[config.mk]
export PLATFORM = sky130hd
export DESIGN_NAME = accel_sample_conditioner_core
export DESIGN_NICKNAME = d
export VERILOG_FILES = /design/src/sv/asc_pkg.sv /design/src/sv/asc_scale.sv /design/src/sv/accel_sample_conditioner_core.sv
export SDC_FILE = /design/constraint.sdc
export NUM_CORES = 2
export LEC_CHECK = 0
export ABC_CLOCK_PERIOD_IN_PS = 8600
export BUFFER_PORTS_ARGS = -buffer_cell sky130_fd_sc_hd__buf_4
export CAP_MARGIN = 5
export CORE_UTILIZATION = 58
export DETAILED_ROUTE_END_ITERATION = 10
export PLACE_DENSITY = 0.79
export SYNTH_ARGS = -nofsm -noshare
export SYNTH_HDL_FRONTEND = slang
export SYNTH_SLANG_ARGS = --single-unit
[constraint.sdc]
create_clock -name aclk -period 8.6 [get_ports aclk]
set_input_delay 1.29 -clock aclk [delete_from_list [all_inputs] [get_ports aclk]]
set_output_delay 1.29 -clock aclk [all_outputs]
set_load 0.01 [all_outputs]
[src/sv/asc_pkg.sv]
// Shared types and constants for the accelerometer sample conditioner.
// No dependencies; imported by asc_scale and accel_sample_conditioner_core.
`default_nettype none

package asc_pkg;

    localparam int CODE_W      = 12;
    localparam int NUM_CHAN    = 4;
    localparam int CHAN_W      = 2;
    localparam int AVG_DEPTH_DEF = 16;

    localparam logic [CODE_W-1:0] FULL_SCALE = 12'd4095;

    // front-end scaling constants (gains are Q2.14)
    localparam logic [CODE_W-1:0] LX_OFFSET = 12'd497;
    localparam logic [CODE_W-1:0] Y_OFFSET  = 12'd1116;
    localparam logic [CODE_W-1:0] Y_FLOOR   = 12'd1217;
    localparam logic [15:0]       GAIN_RX   = 16'd37809;
    localparam logic [15:0]       GAIN_RY   = 16'd41590;
    localparam int                GAIN_FRAC = 14;

    // input codes
    localparam logic [1:0] HAND_LEFT  = 2'd0;
    localparam logic [1:0] HAND_RIGHT = 2'd1;
    localparam logic       AXIS_X     = 1'b0;

    // register indexes
    localparam logic [1:0] CFG_BAND_CENTER = 2'd0;
    localparam logic [1:0] CFG_BAND_HALF   = 2'd1;
    localparam logic [1:0] CFG_GATE_ON     = 2'd2;
    localparam logic [1:0] CFG_GATE_OFF    = 2'd3;

    // channel numbers: {right, y}
    localparam logic [CHAN_W-1:0] CH_LEFT_Y = 2'd1;

    typedef struct packed {
        logic              known;
        logic [CHAN_W-1:0] ch;
        logic [CODE_W-1:0] val;
    } asc_scaled_t;

endpackage

`default_nettype wire

[src/sv/asc_scale.sv]
// Front-end scaling: per hand/axis offset, gain and clamp to a 12-bit code.
// Depends on asc_pkg.
`default_nettype none

module asc_scale (
    input  wire logic [9:0]        raw_sample,
    input  wire logic              axis,
    input  wire logic [1:0]        hand,
    output asc_pkg::asc_scaled_t   scaled
);
    import asc_pkg::*;

    logic [CODE_W-1:0] v;
    logic [CODE_W-1:0] vf;
    logic [CODE_W-1:0] d_lx;
    logic [CODE_W-1:0] d_y;
    logic [CODE_W-1:0] d_rx;
    logic [CODE_W+1:0] lx_x2;
    logic [CODE_W+1:0] ly_x2;
    logic [27:0]       prod_rx;
    logic [27:0]       prod_ry;
    logic [CODE_W-1:0] val;

    function automatic logic [CODE_W-1:0] sat14(input logic [CODE_W+1:0] x);
        sat14 = (x > {2'b00, FULL_SCALE}) ? FULL_SCALE : x[CODE_W-1:0];
    endfunction

    always_comb begin
        v    = {raw_sample, 2'b00};
        vf   = (v < Y_FLOOR) ? Y_FLOOR : v;
        // negative differences clamp to zero before gain
        d_lx = (v < LX_OFFSET) ? '0 : v - LX_OFFSET;
        d_rx = (v < Y_OFFSET)  ? '0 : v - Y_OFFSET;
        d_y  = vf - Y_OFFSET;
        lx_x2   = {1'b0, d_lx, 1'b0};
        ly_x2   = {1'b0, d_y, 1'b0};
        prod_rx = 28'(d_rx) * 28'(GAIN_RX);
        prod_ry = 28'(d_y) * 28'(GAIN_RY);
        val = v;
        if (hand == HAND_LEFT) begin
            val = (axis == AXIS_X) ? sat14(lx_x2) : sat14(ly_x2);
        end else if (hand == HAND_RIGHT) begin
            val = (axis == AXIS_X) ? sat14(prod_rx[GAIN_FRAC +: CODE_W+2])
                                   : sat14(prod_ry[GAIN_FRAC +: CODE_W+2]);
        end
        scaled.known  = ~hand[1];
        scaled.ch     = {hand[0], axis};
        scaled.val    = val;
    end

endmodule

`default_nettype wire

[src/sv/accel_sample_conditioner_core.sv]
// Accelerometer sample conditioner: scaling, per-channel moving average,
// band pull, hysteresis gate and X inversion. Depends on asc_pkg, asc_scale.
//
// Usage: items enter on s_valid/s_ready (raw_sample, axis, hand) and leave on
// m_valid/m_ready (dac_code, out_axis), one result per item, in order.
// The accepted item passes through four register stages, the output
// register being the last; while the output is not stalled, throughput is
// one item per cycle. Stage 1 holds the history read (synchronous memory),
// stage 2 the running-sum update and history write-back, stage 3 the
// divide by AVG_DEPTH (reciprocal multiply), then band/gate/invert into the
// output register. Each stage only waits if the one after it is full, so
// bubbles collapse and the input keeps being taken while a result waits.
// Consecutive items of one channel use consecutive ring slots, so a read
// never meets a write of the same entry; the sum register is updated in
// the same stage that reads it.
// Reset: sums, ring positions, lap flags, gate and configuration return to
// defaults; history entries count as zero until their channel's ring has
// completed one lap, so no clearing pass is needed and items are accepted
// right after reset. A stalled receiver fills the four stages, then
// s_ready drops.
// Unknown-hand items pass through with no state change.
`default_nettype none

module accel_sample_conditioner_core #(
    parameter int AVG_DEPTH = asc_pkg::AVG_DEPTH_DEF
) (
    input  wire logic                        aclk,
    input  wire logic                        aresetn,
    input  wire logic                        s_valid,
    output logic                             s_ready,
    input  wire logic [9:0]                  s_raw_sample,
    input  wire logic                        s_axis,
    input  wire logic [1:0]                  s_hand,
    output logic                             m_valid,
    input  wire logic                        m_ready,
    output logic [asc_pkg::CODE_W-1:0]       m_dac_code,
    output logic                             m_out_axis,
    input  wire logic                        cfg_we,
    input  wire logic [1:0]                  cfg_index,
    input  wire logic [asc_pkg::CODE_W-1:0]  cfg_wdata
);
    import asc_pkg::*;

    localparam int SLW   = (AVG_DEPTH > 1) ? $clog2(AVG_DEPTH) : 1;
    localparam int AW    = CHAN_W + SLW;
    localparam int DEPTH = NUM_CHAN << SLW;
    localparam int SW    = CODE_W + SLW;
    localparam int MW    = SW + 1;
    localparam int RS    = SW + SLW;
    localparam longint unsigned RECIP_FULL =
        ((64'd1 << RS) + 64'(AVG_DEPTH) - 64'd1) / 64'(AVG_DEPTH);
    localparam logic [MW-1:0]  RECIP_M  = MW'(RECIP_FULL);
    localparam logic [SLW-1:0] SLOT_LAST = SLW'(AVG_DEPTH - 1);

    // configuration
    logic [CODE_W-1:0] band_center_reg, band_half_reg, gate_on_reg, gate_off_reg;

    // channel state
    logic [SLW-1:0]    slot_reg [NUM_CHAN];
    logic [NUM_CHAN-1:0] full_reg;
    logic [SW-1:0]     sums_reg [NUM_CHAN];
    logic              gate_open_reg;
    logic              gate_open_next;

    // history memory
    logic [CODE_W-1:0] hist_mem [DEPTH];
    logic [CODE_W-1:0] hist_rdata_reg;

    // pipeline
    logic              v1_reg, v2_reg, v3_reg, m_valid_reg;
    logic              en1, en2, en3, en_out, s_acc, mv1;
    asc_scaled_t       in_scaled;
    logic [AW-1:0]     rd_addr;

    logic [CODE_W-1:0] p1_val_reg;
    logic [CHAN_W-1:0] p1_ch_reg;
    logic              p1_tagged_reg, p1_axis_reg, p1_old_vld_reg;
    logic [AW-1:0]     p1_addr_reg;

    logic [SW-1:0]     p2_sum_reg;
    logic [CODE_W-1:0] p2_val_reg;
    logic [CHAN_W-1:0] p2_ch_reg;
    logic              p2_tagged_reg, p2_axis_reg;

    logic [CODE_W-1:0] p3_avg_reg;
    logic [CHAN_W-1:0] p3_ch_reg;
    logic              p3_tagged_reg, p3_axis_reg;

    logic [CODE_W-1:0] m_dac_code_reg;
    logic              m_out_axis_reg;

    logic [CODE_W-1:0] old_val;
    logic [SW-1:0]     sum_next;
    logic [SW+MW-1:0]  prod;
    logic [CODE_W-1:0] quot;

    logic [CODE_W:0]   band_hi;
    logic [CODE_W+1:0] band_lo;
    logic              in_band;
    logic [CODE_W-1:0] pulled;
    logic [CODE_W-1:0] code;

    asc_scale u_scale (
        .raw_sample (s_raw_sample),
        .axis       (s_axis),
        .hand       (s_hand),
        .scaled     (in_scaled)
    );

    // ready chain: a stage advances when it is empty or its successor moves
    assign en_out  = !m_valid_reg || m_ready;
    assign en3     = !v3_reg || en_out;
    assign en2     = !v2_reg || en3;
    assign en1     = !v1_reg || en2;
    assign s_ready = en1;
    assign s_acc   = s_valid && en1;
    assign mv1     = v1_reg && en2;
    assign rd_addr = {in_scaled.ch, slot_reg[in_scaled.ch]};

    assign m_valid    = m_valid_reg;
    assign m_dac_code = m_dac_code_reg;
    assign m_out_axis = m_out_axis_reg;

    always_ff @(posedge aclk) begin
        if (!aresetn) begin
            band_center_reg <= 12'd2047;
            band_half_reg   <= 12'd1300;
            gate_on_reg     <= 12'd1000;
            gate_off_reg    <= 12'd500;
        end else if (cfg_we) begin
            case (cfg_index)
                CFG_BAND_CENTER: band_center_reg <= cfg_wdata;
                CFG_BAND_HALF:   band_half_reg   <= cfg_wdata;
                CFG_GATE_ON:     gate_on_reg     <= cfg_wdata;
                CFG_GATE_OFF:    gate_off_reg    <= cfg_wdata;
                default: begin
                end
            endcase
        end
    end

    // history memory: read at accept, write back when stage 1 moves on
    always_ff @(posedge aclk) begin
        if (s_acc) begin
            hist_rdata_reg <= hist_mem[rd_addr];
        end
        if (mv1 && p1_tagged_reg) begin
            hist_mem[p1_addr_reg] <= p1_val_reg;
        end
    end

    always_comb begin
        old_val  = p1_old_vld_reg ? hist_rdata_reg : '0;
        sum_next = sums_reg[p1_ch_reg] - SW'(old_val) + SW'(p1_val_reg);
        prod     = (SW+MW)'(p2_sum_reg) * (SW+MW)'(RECIP_M);
        quot     = prod[RS +: CODE_W];
    end

    // channel state and valid bits
    always_ff @(posedge aclk) begin
        if (!aresetn) begin
            for (int i = 0; i < NUM_CHAN; i++) begin
                slot_reg[i] <= '0;
                sums_reg[i] <= '0;
            end
            full_reg      <= '0;
            gate_open_reg <= 1'b0;
            v1_reg        <= 1'b0;
            v2_reg        <= 1'b0;
            v3_reg        <= 1'b0;
            m_valid_reg   <= 1'b0;
        end else begin
            if (s_acc && in_scaled.known) begin
                if (slot_reg[in_scaled.ch] == SLOT_LAST) begin
                    slot_reg[in_scaled.ch] <= '0;
                    full_reg[in_scaled.ch] <= 1'b1;
                end else begin
                    slot_reg[in_scaled.ch] <= slot_reg[in_scaled.ch] + SLW'(1);
                end
            end
            if (mv1 && p1_tagged_reg) begin
                sums_reg[p1_ch_reg] <= sum_next;
            end
            if (v3_reg && en_out) begin
                gate_open_reg <= gate_open_next;
            end
            if (en1) v1_reg <= s_valid;
            if (en2) v2_reg <= v1_reg;
            if (en3) v3_reg <= v2_reg;
            if (en_out) m_valid_reg <= v3_reg;
        end
    end

    // band pull, gate and inversion for the last stage
    always_comb begin
        band_hi = {1'b0, band_center_reg} + {1'b0, band_half_reg};
        band_lo = {2'b00, band_center_reg} - {2'b00, band_half_reg};
        in_band = (band_hi > {1'b0, p3_avg_reg}) &&
                  ($signed(band_lo) < $signed({2'b00, p3_avg_reg}));
        if (p3_avg_reg > band_center_reg) begin
            pulled = band_center_reg + ((p3_avg_reg - band_center_reg) >> 2);
        end else begin
            pulled = band_center_reg - ((band_center_reg - p3_avg_reg) >> 2);
        end

        gate_open_next = gate_open_reg;
        if (p3_tagged_reg && p3_ch_reg == CH_LEFT_Y) begin
            if (p3_avg_reg >= gate_on_reg) begin
                gate_open_next = 1'b1;
            end else if (p3_avg_reg <= gate_off_reg) begin
                gate_open_next = 1'b0;
            end
        end

        code = p3_avg_reg;
        if (p3_tagged_reg && p3_ch_reg[1] && in_band) begin
            code = pulled;
        end
        if (p3_tagged_reg && p3_ch_reg == CH_LEFT_Y && !gate_open_next) begin
            code = '0;
        end
        if (p3_axis_reg == AXIS_X) begin
            code = FULL_SCALE - code;
        end
    end

    // payload registers
    always_ff @(posedge aclk) begin
        if (en1) begin
            p1_val_reg     <= in_scaled.val;
            p1_ch_reg      <= in_scaled.ch;
            p1_tagged_reg  <= in_scaled.known;
            p1_axis_reg    <= s_axis;
            p1_old_vld_reg <= full_reg[in_scaled.ch];
            p1_addr_reg    <= rd_addr;
        end
        if (en2) begin
            p2_sum_reg    <= sum_next;
            p2_val_reg    <= p1_val_reg;
            p2_ch_reg     <= p1_ch_reg;
            p2_tagged_reg <= p1_tagged_reg;
            p2_axis_reg   <= p1_axis_reg;
        end
        if (en3) begin
            p3_avg_reg    <= p2_tagged_reg ? quot : p2_val_reg;
            p3_ch_reg     <= p2_ch_reg;
            p3_tagged_reg <= p2_tagged_reg;
            p3_axis_reg   <= p2_axis_reg;
        end
        if (en_out) begin
            m_dac_code_reg <= code;
            m_out_axis_reg <= p3_axis_reg;
        end
    end

    // a history write never lands on the entry being read in the same cycle
    assert property (@(posedge aclk) disable iff (!aresetn)
        (s_acc && mv1 && p1_tagged_reg) |-> (rd_addr != p1_addr_reg))
        else $error("history read/write collision");

    // lap flags only ever set after reset
    assert property (@(posedge aclk) disable iff (!aresetn)
        ((full_reg & $past(full_reg)) == $past(full_reg)))
        else $error("lap flag cleared");

    // gate only moves on a left Y item leaving the last stage
    assert property (@(posedge aclk) disable iff (!aresetn)
        !(v3_reg && en_out && p3_tagged_reg && p3_ch_reg == CH_LEFT_Y)
        |=> $stable(gate_open_reg))
        else $error("gate changed without left Y item");

    // output register only loads from a valid last stage
    assert property (@(posedge aclk) disable iff (!aresetn)
        (en_out && !v3_reg) |=> !m_valid_reg)
        else $error("result without item");

endmodule

`default_nettype wire
==> flow_metrics.py <==
metrics = {
    "final_layout": {
        "drive_gt1_share_pct": 15.7,
        "diodes": 0,
        "nets": 3833,
        "post-route-util_pct": 64.7,
        "largest_register_ffs": 768,
        "n_fill_cell": 5776,
        "area_growth_pct": 10.3,
    },
    "route": {
        "wl_met1_um": 45700,
        "vias": 28700,
        "drcViolationCount": 0,
        "vias_per_cell": 6.18,
        "drt_iter0_markers": 2847,
        "highest_layer": "met4",
        "routedWlPerCell_um": 25.0,
        "met3_length_um": 8660,
        "wl_um": 116000,
        "drtPass1Iterations": 5,
        "ant_nets": 0,
        "wl_met2_um": 57500,
    },
    "critical_path": {
        "path_max_fanout": 12,
        "reg2reg_to": "m_dac_code[11]$_DFFE_PN_",
        "cp_slowest_cell": "fa_1",
        "crit_required_ns": 9.07,
        "worstPathArrival_ns": 8.44,
        "r2r_start": "p3_avg_reg[5]$_DFFE_PP_",
        "crit_type": "input pin to flop",
        "crit_cells": 34,
        "r2r_slack_ns": 2.79,
        "critPathLaunch": "s_raw_sample[1]",
        "path_delay_family": "adder cells",
        "reg2reg_depth": 19,
        "end_kind": "flop",
        "start_kind": "input pin",
        "cp.buffers_inverters": 9,
        "cpPeakStageDelay_ns": 0.56,
        "critPathMostFrequentCell": "inv_1",
        "crit_path_end": "p1_val_reg[1]$_DFFE_PP_",
    },
    "global_route": {
        "grt-ovfl-total": 0,
        "grt_util_all_layers_pct": 27.4,
        "grt_pass1_vias": 29100,
        "grt_pass1_wl_um": 176000,
        "grt_max_degree": 102,
        "antenna_found_initial": 0,
    },
    "min_path": {
        "hold_class": "flop to flop",
    },
    "floorplan": {
        "start_util_pct": 58.7,
        "dieWidth_um": 293,
        "dieArea_mm2": 0.0860,
        "chipHeight_um": 293,
        "core-area_mm2": 0.0838,
        "ioPinCount": 47,
        "rows": 106,
    },
    "cts": {
        "clockBufferDepth": 3,
        "clock_latency_ns": 0.69,
        "htree_levels": 3,
        "clk_pin_slew_ns": 0.07,
        "cts_setup_buffers": 0,
        "cts_tree": "done",
        "cts_buffers": 97,
        "cts_resized": 0,
        "postCtsHoldBufs": 0,
        "clockRootBuffer": "clkbuf_16",
        "cts_sinks": 994,
    },
    "synthesis": {
        "synth_top_family_by_area": "multiplexers",
        "synth_top_area_cell": "edfxtp_1",
        "synth_area_per_cell_um2": 14.8,
        "synth-main-ff-cell": "edfxtp_1",
        "synth-seq-cells": 994,
        "post-synth-top-area-fraction_pct": 57.1,
        "synth_xor_area_share_pct": 1.92,
        "synth_cells": 3327,
        "synth_mux_area_share_pct": 11.9,
        "synthTopCellsByArea": "edfxtp_1, mux4_2, ha_1",
        "synthDistinctLibCells": 78,
        "syn-num-nets": 3737,
        "yosys.area_share.simple_pct": 6.32,
        "seq_area_frac_synth_pct": 59.5,
        "synth_fa_ha_area_share_pct": 10.9,
        "synthArstFlopShare_pct": 0,
        "synth_edf_count": 935,
        "synth_compound_area_share_pct": 5.89,
        "ys.warnings.count": 0,
        "synth_area_mm2": 0.0492,
    },
    "power": {
        "power.density_mw_per_mm2": 282,
        "peakVddDrop_mv": 0.204,
        "leakagePower_nw": 20.1,
    },
    "place": {
        "hpwl_um": 74700,
        "portBuffers": 46,
        "dp_slack_ns": -0.0164,
        "finalWeightedCongestion": 0.906,
    },
    "timing": {
        "rsz0062_at_grt": "no",
        "max_freq_mhz": 125,
        "setup_ws_ns": 0.628,
        "fin_crit_sh_pct": 92.7,
        "finalCriticalPeriod_ns": 7.97,
        "clock_skew_ns": 0.0375,
        "hold_viol": 0,
        "slew_viol_final": 0,
        "max-slew-margin-rel_pct": 17.2,
        "report.final.setup_viol": 0,
        "worst_slew_pin_slew_ns": 1.24,
    },
    "run": {
        "drv_cap": 0,
    },
    "status": {
        "status": "completed",
    },
}
## stage by stage
| step | instances | setup TNS, ns | area, um2 | total power [mW] | hold WS (ns) |
|---|---|---|---|---|---|
| after global routing | 4638 | 0 | 54300 | 16.1 | 0.431 |
| after floorplan | 3327 | 0 | 49200 | 9.71 | 0.400 |
| after detailed placement | 4458 | -0.0164 | 51100 | 11.1 | 0.406 |
| after global placement | 4458 | 0 | 51100 | 11.0 | 0.415 |
| after CTS | 4638 | 0 | 54300 | 15.3 | 0.429 |
| final | 4638 | 0 | 54300 | 15.3 | 0.429 |
## worst reg2reg max path, cell delays in order (launching register included)
cell and delay, ns:
edfxtp_1 0.53, ha_1 0.57, nor2_1 0.13, nor2_1 0.26
o211ai_1 0.20, a21boi_0 0.47, nor2_1 0.16, o31a_1 0.45
mux2_2 0.35, inv_1 0.06, ha_1 0.21, nor2b_1 0.14
o31a_1 0.28, o41a_1 0.37, a41o_1 0.29, o41ai_1 0.35
xnor2_1 0.15, and3_1 0.21, o31ai_2 0.25, mux2i_1 0.11
## layout by cell type, fill, tap and decap left out, drive strengths merged, types with 53 or more instances in the layout
master and n:
buf 133, dfxtp 59, mux4 227, nand2 201, o21ai 61, inv 295
nor2 266, edfxtp 935, ha 292, xnor2 71, mux2i 53, fa 86
clkbuf 121, a21oi 119
## how the worst min path moves through the flow
stage                                       from                      to  slack [ns]  depth (start not counted)
after floorplan           p2_ch_reg[0]$_DFFE_PP_  p3_ch_reg[0]$_DFFE_PP_        0.40                          0
after global placement    p2_ch_reg[0]$_DFFE_PP_  p3_ch_reg[0]$_DFFE_PP_        0.42                          0
after detailed placement  p2_ch_reg[1]$_DFFE_PP_  p3_ch_reg[1]$_DFFE_PP_        0.41                          0
after CTS                 p2_ch_reg[1]$_DFFE_PP_  p3_ch_reg[1]$_DFFE_PP_        0.43                          0
after global routing      p2_ch_reg[0]$_DFFE_PP_  p3_ch_reg[0]$_DFFE_PP_        0.43                          0
final                     p2_ch_reg[0]$_DFFE_PP_  p3_ch_reg[0]$_DFFE_PP_        0.43                          0
## where the power goes
group          internal [mW]  leakage, nW  total [mW]  switching (mW)
Sequential              5.86         9.16        5.99           0.123
Clock                   2.39         1.53        4.25            1.87
Combinational           2.02         9.36        5.07            3.05
Total                   10.3         20.1        15.3            5.04
## cell families after synthesis
family / Yosys count
and+or+nand+nor: 691
AOI/OAI and AO/OA: 428
buffers and inverters: 428
muxes: 299
adders and majority gates: 378
other: 1
xor gates and xnor gates: 108
DFF: 994
## metal layers
layer | track usage (%) | up-vias
li1 | - | 12700
met1 | 36.8 | 14400
met2 | 45.9 | 1328
met3 | 4.04 | 236
met4 | 9.51 | 0
met5 | 0 | -
## layout make-up
type	count	area (um2)	area share (%)
clock inverter	59	643	1.19
inverter	292	1110	2.05
multi-input combinational	1905	18200	33.6
tap	1134	1420	2.62
clock buffer	121	2540	4.68
timing repair buffer	133	1040	1.91
sequential	994	29300	53.9
## cells in the mapped netlist (12+ instances only)
| library cell | n |
|---|---|
| o211ai_1 | 39 |
| and2_1 | 20 |
| o21ai_0 | 59 |
| or3_1 | 26 |
| a211oi_1 | 15 |
| fa_1 | 86 |
| buf_2 | 34 |
| buf_1 | 19 |
| a21boi_0 | 30 |
| nor2_1 | 266 |
| dfxtp_1 | 59 |
| inv_1 | 290 |
| clkbuf_1 | 64 |
| o21a_1 | 13 |
| o22ai_1 | 13 |
| mux2i_1 | 53 |
| nand2b_1 | 20 |
| o31ai_1 | 15 |
| nor2b_1 | 29 |
| mux4_2 | 227 |
| and3_1 | 12 |
| nand3_1 | 30 |
| xor2_1 | 37 |
| xnor2_1 | 71 |
| a21oi_1 | 118 |
| nand2_1 | 201 |
| a21o_1 | 30 |
| mux2_2 | 19 |
| ha_1 | 292 |
| o221ai_1 | 22 |
| nor3_1 | 36 |
| edfxtp_1 | 935 |
| or2_2 | 14 |
(Power assumes the default switching activity.)
